## config.mk

```make
export PLATFORM = sky130hd
export DESIGN_NAME = cse_ctrl
export DESIGN_NICKNAME = d
export VERILOG_FILES = /design/src/hdl/cse_pkg.sv /design/src/hdl/cse_ctrl.sv
export SDC_FILE = /design/constraint.sdc
export NUM_CORES = 1
export LEC_CHECK = 0
export ABC_AREA = 1
export BUFFER_PORTS_ARGS = -buffer_cell sky130_fd_sc_hd__buf_2
export CAP_MARGIN = 10
export CELL_PAD_IN_SITES_DETAIL_PLACEMENT = 1
export CELL_PAD_IN_SITES_GLOBAL_PLACEMENT = 1
export CORE_MARGIN = 2
export CORE_UTILIZATION = 34
export CTS_CLUSTER_DIAMETER = 150
export DETAILED_ROUTE_END_ITERATION = 12
export PLACE_DENSITY = 0.78
export SYNTH_ARGS = -nofsm -noshare
export SYNTH_HDL_FRONTEND = slang
export SYNTH_SLANG_ARGS = --single-unit
```

## constraint.sdc

```tcl
create_clock -name clk -period 1.7 [get_ports clk]
set_clock_uncertainty 0.15 [all_clocks]
set_input_delay 0.17 -clock clk [delete_from_list [all_inputs] [get_ports clk]]
set_output_delay 0.17 -clock clk [all_outputs]
set_load 0.005 [all_outputs]
```

## src/hdl/cse_pkg.sv

```systemverilog
// ----------------------------------------------------------------------------
// cse_pkg
// shared constants and controller/datapath interface types
// ----------------------------------------------------------------------------
package cse_pkg;

    localparam int MAX_LEVELS = 32;
    localparam int FRAC_BITS  = 16;
    localparam int WORD_W     = 32;
    localparam int DIV_W      = WORD_W + 1;
    localparam int ACC_W      = DIV_W + $clog2(MAX_LEVELS);
    localparam int LVL_W      = $clog2(MAX_LEVELS);
    localparam int CNT_W      = 6;
    localparam int IDX_W      = 2;

    localparam logic [WORD_W-1:0] LEVEL_MIN_RST   = 32'sd0;
    localparam logic [WORD_W-1:0] LEVEL_MAX_RST   = 32'sd65536;
    localparam logic [CNT_W-1:0]  LEVEL_COUNT_RST = 6'd10;

    localparam logic [IDX_W-1:0] REG_LEVEL_MIN   = 2'd0;
    localparam logic [IDX_W-1:0] REG_LEVEL_MAX   = 2'd1;
    localparam logic [IDX_W-1:0] REG_LEVEL_COUNT = 2'd2;

    typedef struct packed {
        logic load_cell;
        logic div_start;
        logic div_frac;
        logic q_load;
        logic tri_init;
        logic lvl_start;
        logic edge_next;
        logic lerp_mul;
        logic lerp_add;
        logic lvl_next;
        logic emit;
        logic tri_next;
        logic flush;
    } cmd_t;

    typedef struct packed {
        logic range_ok;
        logic div_done;
        logic lvl_ok;
        logic edge_hit;
        logic edge_last;
        logic hits_two;
        logic tri_upper;
    } stat_t;

endpackage

```

## src/hdl/cse_ctrl.sv

```systemverilog
// ----------------------------------------------------------------------------
// cse_ctrl
// sequencer over triangles, levels and edges
// ----------------------------------------------------------------------------
module cse_ctrl (
    input  logic           clk,
    input  logic           rst_n,
    input  logic           start,
    output logic           busy,
    input  cse_pkg::stat_t stat,
    output cse_pkg::cmd_t  cmd
);

    typedef enum logic [10:0] {
        S_IDLE = 11'b000_0000_0001,
        S_DIVQ = 11'b000_0000_0010,
        S_TRI  = 11'b000_0000_0100,
        S_LCHK = 11'b000_0000_1000,
        S_EDGE = 11'b000_0001_0000,
        S_EDIV = 11'b000_0010_0000,
        S_LMUL = 11'b000_0100_0000,
        S_LADD = 11'b000_1000_0000,
        S_LEND = 11'b001_0000_0000,
        S_TNXT = 11'b010_0000_0000,
        S_FLSH = 11'b100_0000_0000
    } state_t;

    state_t state_reg, state_next;

    always_comb
    begin
        state_next = state_reg;
        cmd        = '0;
        case (state_reg)
            S_IDLE:
            begin
                if (start)
                begin
                    cmd.load_cell = 1'b1;
                    if (stat.range_ok)
                    begin
                        cmd.div_start = 1'b1;
                        state_next    = S_DIVQ;
                    end
                end
            end
            S_DIVQ:
            begin
                if (stat.div_done)
                begin
                    cmd.q_load = 1'b1;
                    state_next = S_TRI;
                end
            end
            S_TRI:
            begin
                cmd.tri_init = 1'b1;
                state_next   = S_LCHK;
            end
            S_LCHK:
            begin
                if (stat.lvl_ok)
                begin
                    cmd.lvl_start = 1'b1;
                    state_next    = S_EDGE;
                end
                else
                    state_next = S_TNXT;
            end
            S_EDGE:
            begin
                if (stat.edge_hit)
                begin
                    cmd.div_start = 1'b1;
                    cmd.div_frac  = 1'b1;
                    state_next    = S_EDIV;
                end
                else if (stat.edge_last)
                    state_next = S_LEND;
                else
                    cmd.edge_next = 1'b1;
            end
            S_EDIV:
            begin
                if (stat.div_done)
                begin
                    cmd.lerp_mul = 1'b1;
                    state_next   = S_LMUL;
                end
            end
            S_LMUL:
            begin
                state_next = S_LADD;
            end
            S_LADD:
            begin
                cmd.lerp_add  = 1'b1;
                cmd.edge_next = 1'b1;
                state_next    = stat.edge_last ? S_LEND : S_EDGE;
            end
            S_LEND:
            begin
                cmd.emit     = stat.hits_two;
                cmd.lvl_next = 1'b1;
                state_next   = S_LCHK;
            end
            S_TNXT:
            begin
                if (stat.tri_upper)
                    state_next = S_FLSH;
                else
                begin
                    cmd.tri_next = 1'b1;
                    state_next   = S_TRI;
                end
            end
            S_FLSH:
            begin
                cmd.flush  = 1'b1;
                state_next = S_IDLE;
            end
            default:
            begin
                state_next = S_IDLE;
            end
        endcase
    end

    always_ff @(posedge clk or negedge rst_n)
    begin
        if (!rst_n)
            state_reg <= S_IDLE;
        else
            state_reg <= state_next;
    end

    assign busy = state_reg != S_IDLE;

endmodule

```

==> metrics <==
CP Capture Type primary output; WS Path Type register to primary output; Worst-Margin Slew 273.3 ps; RSZ-0062 raised after global routing yes; clock tree root buffer cell clkbuf_4; final-stage net count 172; crit-path cells nor2_2 -> nand2_4 -> nor2_4 -> buf_6 -> nand2_4 -> nor2_1 -> buf_2; synthesized area between 700 and 800 um2; routed length per instance between 15 and 20 um; Worst-path clk slew 70 ps; post-synth top area share a little under a third; setup violators final 16; Synth cell types 20; warnings from Yosys 0; antenna violations before repair 0; Design Area, Final 1310 um2; Arr. time, crit path 1580 ps; hold_ws 7.236 ps; synthesized instance count around 110; area occupied by multi-input gates 561.8 um2; Largest register FFs 11; Lkg Pwr roughly 0.7 nW; fin crit share 111.7%; Die ar. between 2000 and 3000 um2; setup ws final -198.5 ps; synth top area cells dfrtp_1, inv_1, nor2_1, nand2_1, nand2_2; commonest non-fill, non-tap cells in the layout inv_1, buf_2, buf_4; PwrDens 1035 nW/um2; post-place setup slack around 7.2 ps; grt total ovfl 0; Seq pwr share 23.8%; flip-flop and latch area 276.5 um2; Net Sw Power 576.3 uW; max-slew violations 0; CTS tree built; Fmax 0.5267 GHz; Area Growth Syn to Fin 66.46%; via count 896; Min-Delay Path Class primary input to register; Pre-antenna DRT Iters 4; Avg Inst Size Synth 6.965 um2; Placed Area around 940 um2; cell mode on critical path nand2_4; clock sink count 11; setup TNS -1306 ps; Die Height 52.11 um; Ant. Diodes 0; crit-path leading delay family simple AND/OR/NAND/NOR gates; share of layout cells above drive strength 1 58.39%; total track usage 20.84%; Synth Net Count roughly 120; vias per cell 4.741; Iter 0 DRT Violations 8; CP required approximately 1400 ps; Bufs on Longest Clock Path 2; worst path bufs/invs 2; global-route wire length before repair a little over 4000 um; status finished with violations; H-tree depth 1; flops & latches, synth 11; Num CTS Buffers 3; vias in the first global route between 900 and 1000; Layout fillers 275; drc violations 0; largest area contributor in the netlist dfrtp_1; MaxCap Viol Count 0; minimum clock period 1898 ps; peak supply drop 0.001115 V; Die X 52.11 um; Slew headroom 81.78%; failing checks setup timing; post-synthesis sequential area ratio 35.14%; core area 2191 um2; Gate power share 62.6%; Ports 24; post-route ant nets 0; RD Place Congestion 0.7463; CP Max Fanout 3; row count 17; Clock Latency Late Sink 270 ps; Port Buf Inserts 23; sw frac 42.52%; clock share of power 13.5%; DPL Wire Length around 1800 um; Slowest-stage cell, CP dfrtp_1; CP max stage delay ~420 ps; final wirelength 2864 um; Internal Power 779.0 uW; Initial Util between 30 and 40%; pin count of the biggest net entering global routing 12; crit start category register; Final Hold Viols 0
cells in the mapped netlist:
cell      number
inv_1         26
nor2_1        23
nand2_1       19
nand2_2       11
dfrtp_1       10
nor2_2         4
nor3_1         4
nand2_4        2
nand3_2        2
o21ai_0        2
a21oi_1        1
a21oi_4        1
dfstp_2        1
nand4_1        1
nor2_4         1
nor2_8         1
nor4_1         1
o21ai_2        1
o221ai_1       1
o22ai_1        1
logic make-up after synthesis:
group | synth area share, %
and+or+nand+nor | 45.47
buffers and inverters | 12.40
DFF | 35.14
AOI/OAI and AO/OA | 6.996
path summary, 6_finish.rpt:
path                               startpoint      endpoint  depth (start not counted)  slack (ps)
worst min-delay path                  stat[2]  state_reg[4]                          2           7
min in group asynchronous               rst_n  state_reg[4]                          2         150
max in group asynchronous               rst_n  state_reg[0]                          2         980
worst max-delay path            state_reg[10]        cmd[5]                          7        -200
worst max register to register   state_reg[0]  state_reg[2]                         10         -70
worst min register to register   state_reg[1]  state_reg[1]                          3         500
worst register-to-register path, stage by stage, from the launching register on:
cell and delay, ps:
dfstp_2 550, nor2_2 50, nand2_2 130, nor2_4 60
buf_6 130, nand2_1 120, nand2_1 70, nor2_1 130
nand3_2 100, nand2_2 100, nor2_1 60
power by group through the flow:
stage / clock network, mW / logic [mW] / registers (mW)
floorplan: 0 / 0.345 / 0.324
global placement: 0 / 0.453 / 0.327
detailed placement: 0 / 0.468 / 0.330
CTS: 0.184 / 0.657 / 0.320
global route: 0.198 / 0.916 / 0.325
finish: 0.183 / 0.849 / 0.323
metrics by stage:
stage          power, mW  std cells  utilization (%)
2_1_floorplan     0.6684        113                -
3_3_place_gp      0.7802        164            42.78
3_5_place_dp      0.7977        164            42.78
4_1_cts            1.161        182            51.17
5_1_grt            1.440        189            59.79
6_report           1.355        189            59.79
timing repair:
item / 4_1_cts / 5_1_grt
setup endpoints to repair: 13 / 19
hold buffers: 3 / 0
pin swaps: 11 / 11
setup buffers: 11 / 7
gates cloned: 0 / 0
endpoints found under the hold margin: 13 / 0
resized for setup: 15 / 35
cell type report:
class / count / area share, %
Tap cell: 28 / 2.674
Clock buffer: 4 / 2.006
Sequential cell: 11 / 21.11
Inverter: 26 / 7.832
Timing Repair Buffer: 44 / 23.50
Multi-Input combinational cell: 76 / 42.88
routing by layer:
| metal | global-route usage [%] | vias to the layer above | routed length, um |
|---|---|---|---|
| met5 | 0 | - | 0 |
| met4 | 7.895 | 0 | 62 |
| met3 | 1.724 | 5 | 94 |
| met2 | 41.14 | 25 | 1669 |
| met1 | 22.36 | 432 | 1038 |
| li1 | - | 434 | - |
Note: power is estimated with default switching activity, not from simulation.
